## src/hw/rtl/rgp_pkg.sv

```systemverilog
// Shared types and constants for the ray / ground plane hit block.
// Used by every module under hw/rtl; no dependencies of its own.
`default_nettype none

package rgp_pkg;

  // Coordinate fraction bits (Q16.16 by default)
  localparam int COORD_FRAC_BITS = 16;
  localparam int unsigned FRAC_MASK = (1 << COORD_FRAC_BITS) - 1;

  localparam int COORD_W   = 32;
  localparam int T_W       = 31;                      // saturated ray parameter
  localparam int REM_W     = COORD_W + COORD_FRAC_BITS;
  localparam int DIV_CMP_W = COORD_W + T_W;
  localparam int DIV_STEPS = T_W;                     // one quotient bit per stage
  localparam int ABS_W     = COORD_W - COORD_FRAC_BITS; // |floor| in whole units
  localparam int MOD_STEPS = ABS_W - 1;
  localparam int SQ_W      = 13;
  localparam int PER_W     = SQ_W + 1;                // twice the square size
  localparam int MOD_CMP_W = ABS_W + PER_W;

  localparam int CFG_IDX_W  = 2;
  localparam int CFG_DATA_W = 32;
  localparam logic [CFG_IDX_W-1:0] CFG_PLANE_HEIGHT   = 2'd0;
  localparam logic [CFG_IDX_W-1:0] CFG_CHECKER_ENABLE = 2'd1;
  localparam logic [CFG_IDX_W-1:0] CFG_TILE_SIZE      = 2'd2;

  typedef struct packed {
    logic signed [COORD_W-1:0] origin_x;
    logic signed [COORD_W-1:0] origin_y;
    logic signed [COORD_W-1:0] origin_z;
    logic signed [COORD_W-1:0] dir_x;
    logic signed [COORD_W-1:0] dir_y;
    logic signed [COORD_W-1:0] dir_z;
  } ray_t;

  typedef struct packed {
    logic                      hit;
    logic [T_W-1:0]            hit_distance;
    logic signed [COORD_W-1:0] hit_x;
    logic signed [COORD_W-1:0] hit_z;
    logic                      material_select;
  } result_t;

  // What rides along the divider
  typedef struct packed {
    logic                      hit;
    logic signed [COORD_W-1:0] origin_x;
    logic signed [COORD_W-1:0] origin_z;
    logic signed [COORD_W-1:0] dir_x;
    logic signed [COORD_W-1:0] dir_z;
  } side_t;

  typedef struct packed {
    logic               valid;
    logic [REM_W-1:0]   rem;
    logic [T_W-1:0]     quo;
    logic               ovf;
    logic [COORD_W-1:0] den;
    side_t              side;
  } div_stage_t;

  typedef struct packed {
    logic                      valid;
    logic                      hit;
    logic                      en;
    logic [T_W-1:0]            t;
    logic signed [COORD_W-1:0] hx;
    logic signed [COORD_W-1:0] hz;
    logic [ABS_W-1:0]          ax;
    logic [ABS_W-1:0]          az;
    logic [PER_W-1:0]          per;
  } chk_stage_t;

endpackage

`default_nettype wire

```

## src/hw/rtl/rgp_advance.sv

```systemverilog
// One axis of the hit point: org + floor(dir * t / 2^F), saturated to 32 bits.
// Two stages: multiply, then round/add/saturate. Depends on rgp_pkg.
`default_nettype none

module rgp_advance
  import rgp_pkg::*;
(
  input  wire logic                      clk,
  input  wire logic signed [COORD_W-1:0] org,
  input  wire logic signed [COORD_W-1:0] dir,
  input  wire logic [T_W-1:0]            t,
  output logic signed [COORD_W-1:0]      pos
);

  localparam int PROD_W = COORD_W + T_W;

  logic [COORD_W-1:0]        abs_dir;
  logic [PROD_W-1:0]         prod;
  logic [PROD_W-1:0]         prod_q;
  logic                      neg_q;
  logic signed [COORD_W-1:0] org_q;

  logic [PROD_W-1:0]         rnd;
  logic [PROD_W-1:0]         step;
  logic signed [63:0]        step_s;
  logic signed [63:0]        org_ext;
  logic signed [63:0]        sum;
  logic signed [COORD_W-1:0] sat;

  assign abs_dir = dir[COORD_W-1] ? COORD_W'(-dir) : COORD_W'(dir);
  assign prod    = PROD_W'(abs_dir) * PROD_W'(t);

  always_ff @(posedge clk) begin
    prod_q <= prod;
    neg_q  <= dir[COORD_W-1];
    org_q  <= org;
  end

  // negative direction: magnitude rounds up so the signed step floors
  assign rnd     = neg_q ? prod_q + PROD_W'(FRAC_MASK) : prod_q;
  assign step    = rnd >> COORD_FRAC_BITS;
  assign step_s  = signed'(64'(step));
  assign org_ext = 64'(org_q);
  assign sum     = neg_q ? org_ext - step_s : org_ext + step_s;

  always_comb begin
    if (sum > 64'sd2147483647) begin
      sat = 32'sh7FFF_FFFF;
    end else if (sum < -64'sd2147483648) begin
      sat = 32'sh8000_0000;
    end else begin
      sat = signed'(sum[COORD_W-1:0]);
    end
  end

  always_ff @(posedge clk) begin
    pos <= sat;
  end

endmodule

`default_nettype wire

```

## config.mk

```make
export PLATFORM = sky130hd
export DESIGN_NAME = rgp_advance
export DESIGN_NICKNAME = d
export VERILOG_FILES = /design/src/hw/rtl/rgp_pkg.sv /design/src/hw/rtl/rgp_advance.sv
export SDC_FILE = /design/constraint.sdc
export NUM_CORES = 2
export LEC_CHECK = 0
export BUFFER_PORTS_ARGS = -buffer_cell sky130_fd_sc_hd__buf_2
export CAP_MARGIN = 0
export CORE_MARGIN = 1
export CORE_UTILIZATION = 39
export DETAILED_ROUTE_END_ITERATION = 10
export PLACE_DENSITY = 0.6
export SLEW_MARGIN = 20
export SYNTH_ARGS = -nofsm -noshare
export SYNTH_HDL_FRONTEND = slang
export SYNTH_SLANG_ARGS = --single-unit
```

## constraint.sdc

```tcl
create_clock -name clk -period 13.7 [get_ports clk]
set_clock_uncertainty 0.1 [all_clocks]
set_input_delay 1.37 -clock clk [delete_from_list [all_inputs] [get_ports clk]]
set_output_delay 1.37 -clock clk [all_outputs]
set_load 0.005 [all_outputs]
```

==> flow_metrics.py <==
metrics = {
    "outcome": {
        "status": "complete, no violations",
    },
    "global_routing": {
        "track_usage_pct": 22.7,
        "grt_pass1_vias": 32800,
        "antenna_found_initial": 9,
        "grt_pass1_wl_um": 188000,
        "grt_max_degree": 54,
        "grt-ovfl-total": 0,
    },
    "critical_path": {
        "cp.required_ns": 13.93,
        "critPathMaxStageDelay_ns": 0.70,
        "r2r-end": "pos[9]$_SDFF_PN1_",
        "worst_path_max_delay_cell": "a311oi_1",
        "cp_max_fo": 33,
        "r2r_slack_ns": 5.70,
        "crit_top_cell": "fa_1",
        "cp-start-kind": "primary input",
        "rr_worst_depth": 26,
        "cp_data_arrival_time_ns": 11.71,
        "crit-reg2reg-launch": "prod_q[15]$_DFF_P_",
        "crit_type": "in2reg",
        "cp-end-kind": "flop",
    },
    "yosys": {
        "ys_warn_count": 0,
        "synth_adder_area_share_pct": 52.1,
        "syn-instance-count": 4632,
        "yosysSeqAreaShare_pct": 6.30,
        "yosysMostFrequentCell": "inv_1",
        "yosys.area_share.simple_pct": 18.7,
        "yosysTopAreaCell": "fa_1",
        "syn-cell-area_mm2": 0.0407,
        "muxShareOfSynthArea_pct": 0.126,
        "synth_compound_area_share_pct": 8.03,
        "synth_top_area_share_pct": 42.7,
        "async_flop_share_pct": 0,
        "synth-edff-count": 0,
        "ys_ff_latch": 128,
        "synth_nets": 5901,
        "synthTopCellsByCount": "inv_1 (872), fa_1 (867), nand2_1 (660)",
        "yosys-top-cells-area": "fa_1 (43%), ha_1 (9.4%), inv_1 (8.0%)",
        "ys.flop_type": "dfxtp_1",
        "avgSynthCellArea_um2": 8.78,
        "synth_xor_area_share_pct": 4.18,
        "synthDistinctLibCells": 88,
        "synth_top_family_by_area": "adder cells",
    },
    "routing": {
        "drt_iter0_drc": 2141,
        "antenna_left": 0,
        "vias": 31000,
        "wl_met3_um": 9220,
        "top_layer": "met5",
        "wl_um": 118000,
        "route.detailed.drc": 0,
        "wl_per_cell_um": 19.8,
        "viasPerCell": 5.20,
        "wl_met1_um": 53600,
        "firstDrtPassIters": 7,
        "dr_wl_met2_um": 52500,
    },
    "clocking": {
        "insertion_delay_ns": 0.44,
        "clock_path_buffers": 2,
        "clkSinkCount": 128,
        "cts_hold_buffers": 0,
        "clkTransAtPathRegs_ns": 0.06,
        "clockRootBuffer": "clkbuf_16",
        "cts_tree": "done",
        "cts_setup_buffers": 0,
        "cts-resized-gates": 0,
        "htreeDepth": 4,
        "cts_made_buffers": 17,
    },
    "place": {
        "hpwl_um": 91900,
        "dp_slack_ns": 1.86,
        "place_area_mm2": 0.0425,
        "io_buffers": 127,
        "gp_congestion": 0.933,
    },
    "finish": {
        "areaGrowthSynthToFinish_pct": 6.05,
        "n_fill_cell": 10400,
        "fin_area_mm2": 0.0431,
        "post_route_cells_drive_above_1_share_pct": 5.97,
        "nets": 5831,
    },
    "die": {
        "start_util_pct": 39.3,
        "dieWidth_um": 325,
        "io-pin-count": 128,
        "core-area_mm2": 0.103,
        "fp.dieH_um": 325,
        "die-area_mm2": 0.106,
        "placementRows": 118,
    },
    "min_path": {
        "hold_start": "org_q[1]$_DFF_P_",
        "min_delay_path_depth": 3,
        "min_path_type": "reg2reg",
        "hold_end": "pos[1]$_SDFF_PN1_",
    },
    "timing": {
        "relSlewSlack_pct": 26.0,
        "setup_tns_ns": 0,
        "maxSlewViolCount": 0,
        "holdWs_ns": 0.571,
        "finalCritPeriodShare_pct": 83.8,
        "finalHoldViolCount": 0,
        "rsz0062_at_grt": "false",
        "fmax_mhz": 87.1,
        "tightestPinTransition_ns": 1.11,
        "timing.final.ws_setup_ns": 2.22,
        "setup_viol": 0,
        "fin_crit_ns": 11.48,
    },
    "flow_run": {
        "cap_violations": 0,
    },
}
how the worst max path moves through the flow:
| stage | startpoint | endpoint | slack [ns] | depth (start not counted) |
|---|---|---|---|---|
| global placement | dir[0] | prod_q[62]$_DFF_P_ | 1.99 | 33 |
| finish | dir[0] | prod_q[62]$_DFF_P_ | 2.22 | 34 |
| global route | dir[0] | prod_q[62]$_DFF_P_ | 1.78 | 34 |
| CTS | dir[0] | prod_q[62]$_DFF_P_ | 2.29 | 34 |
| floorplan | dir[10] | prod_q[62]$_DFF_P_ | 3.08 | 30 |
| detailed placement | dir[0] | prod_q[62]$_DFF_P_ | 1.86 | 34 |
logic make-up (layout without fill, tap and decap cells):
group,Yosys count,count (layout)
mux,5,5
xor+xnor,194,194
other cells,0,3
flops,128,128
buf+inv,1125,1068
simple gates,1514,1514
fa+ha+maj,1173,1173
compound gates,493,493
area by class of cell:
type / instances / area (um^2) / area share [%]
diodes: 3 / 7.51 / 0.0174
clock buffers: 21 / 450 / 1.04
clock inverters: 11 / 139 / 0.322
inverters: 872 / 3270 / 7.59
multi-input cells: 3379 / 34000 / 79.0
flip-flops and latches: 128 / 2560 / 5.95
well taps: 1380 / 1730 / 4.00
repair buffers: 164 / 913 / 2.12
metrics by stage:
step           util, %  cells
3_5_place_dp      41.1   5923
3_3_place_gp      41.1   5923
4_1_cts           41.6   5955
5_1_grt           41.7   5956
6_report          41.7   5958
2_1_floorplan        -   4632
placed cells by master (no fill, tap or decap), types with 37 or more instances in the layout:
cell type,n
ha_1,306
nor2_1,102
buf_2,127
o21ai_0,81
xnor2_1,108
nand4_1,37
nand2_1,660
nand3_1,46
a21o_1,62
inv_1,872
xor2_1,57
fa_1,867
and2_1,484
buf_4,37
nor3_1,40
dfxtp_1,127
a21oi_1,144
per-layer routing:
layer,global-route usage [%],vias up
li1,-,14000
met3,4.62,165
met5,0,-
met1,31.7,15700
met4,5.67,2
met2,35.9,1142
sequential cells by signal (all words and copies together), names as in the netlist:
| register | count |
|---|---|
| prod_q | 63 |
| neg_q | 1 |
| org_q | 32 |
| pos | 32 |
critical path, delay by kind of cell:
family	cells	cell delay (ns)
compound gates	8	2.21
xor+xnor	2	0.43
fa+ha+maj	9	4.27
buf+inv	6	0.92
simple gates	9	2.47
Power is left out: the tool's default activity adds up to more than one toggle a clock period on the data nets, which glitch-free logic cannot reach.
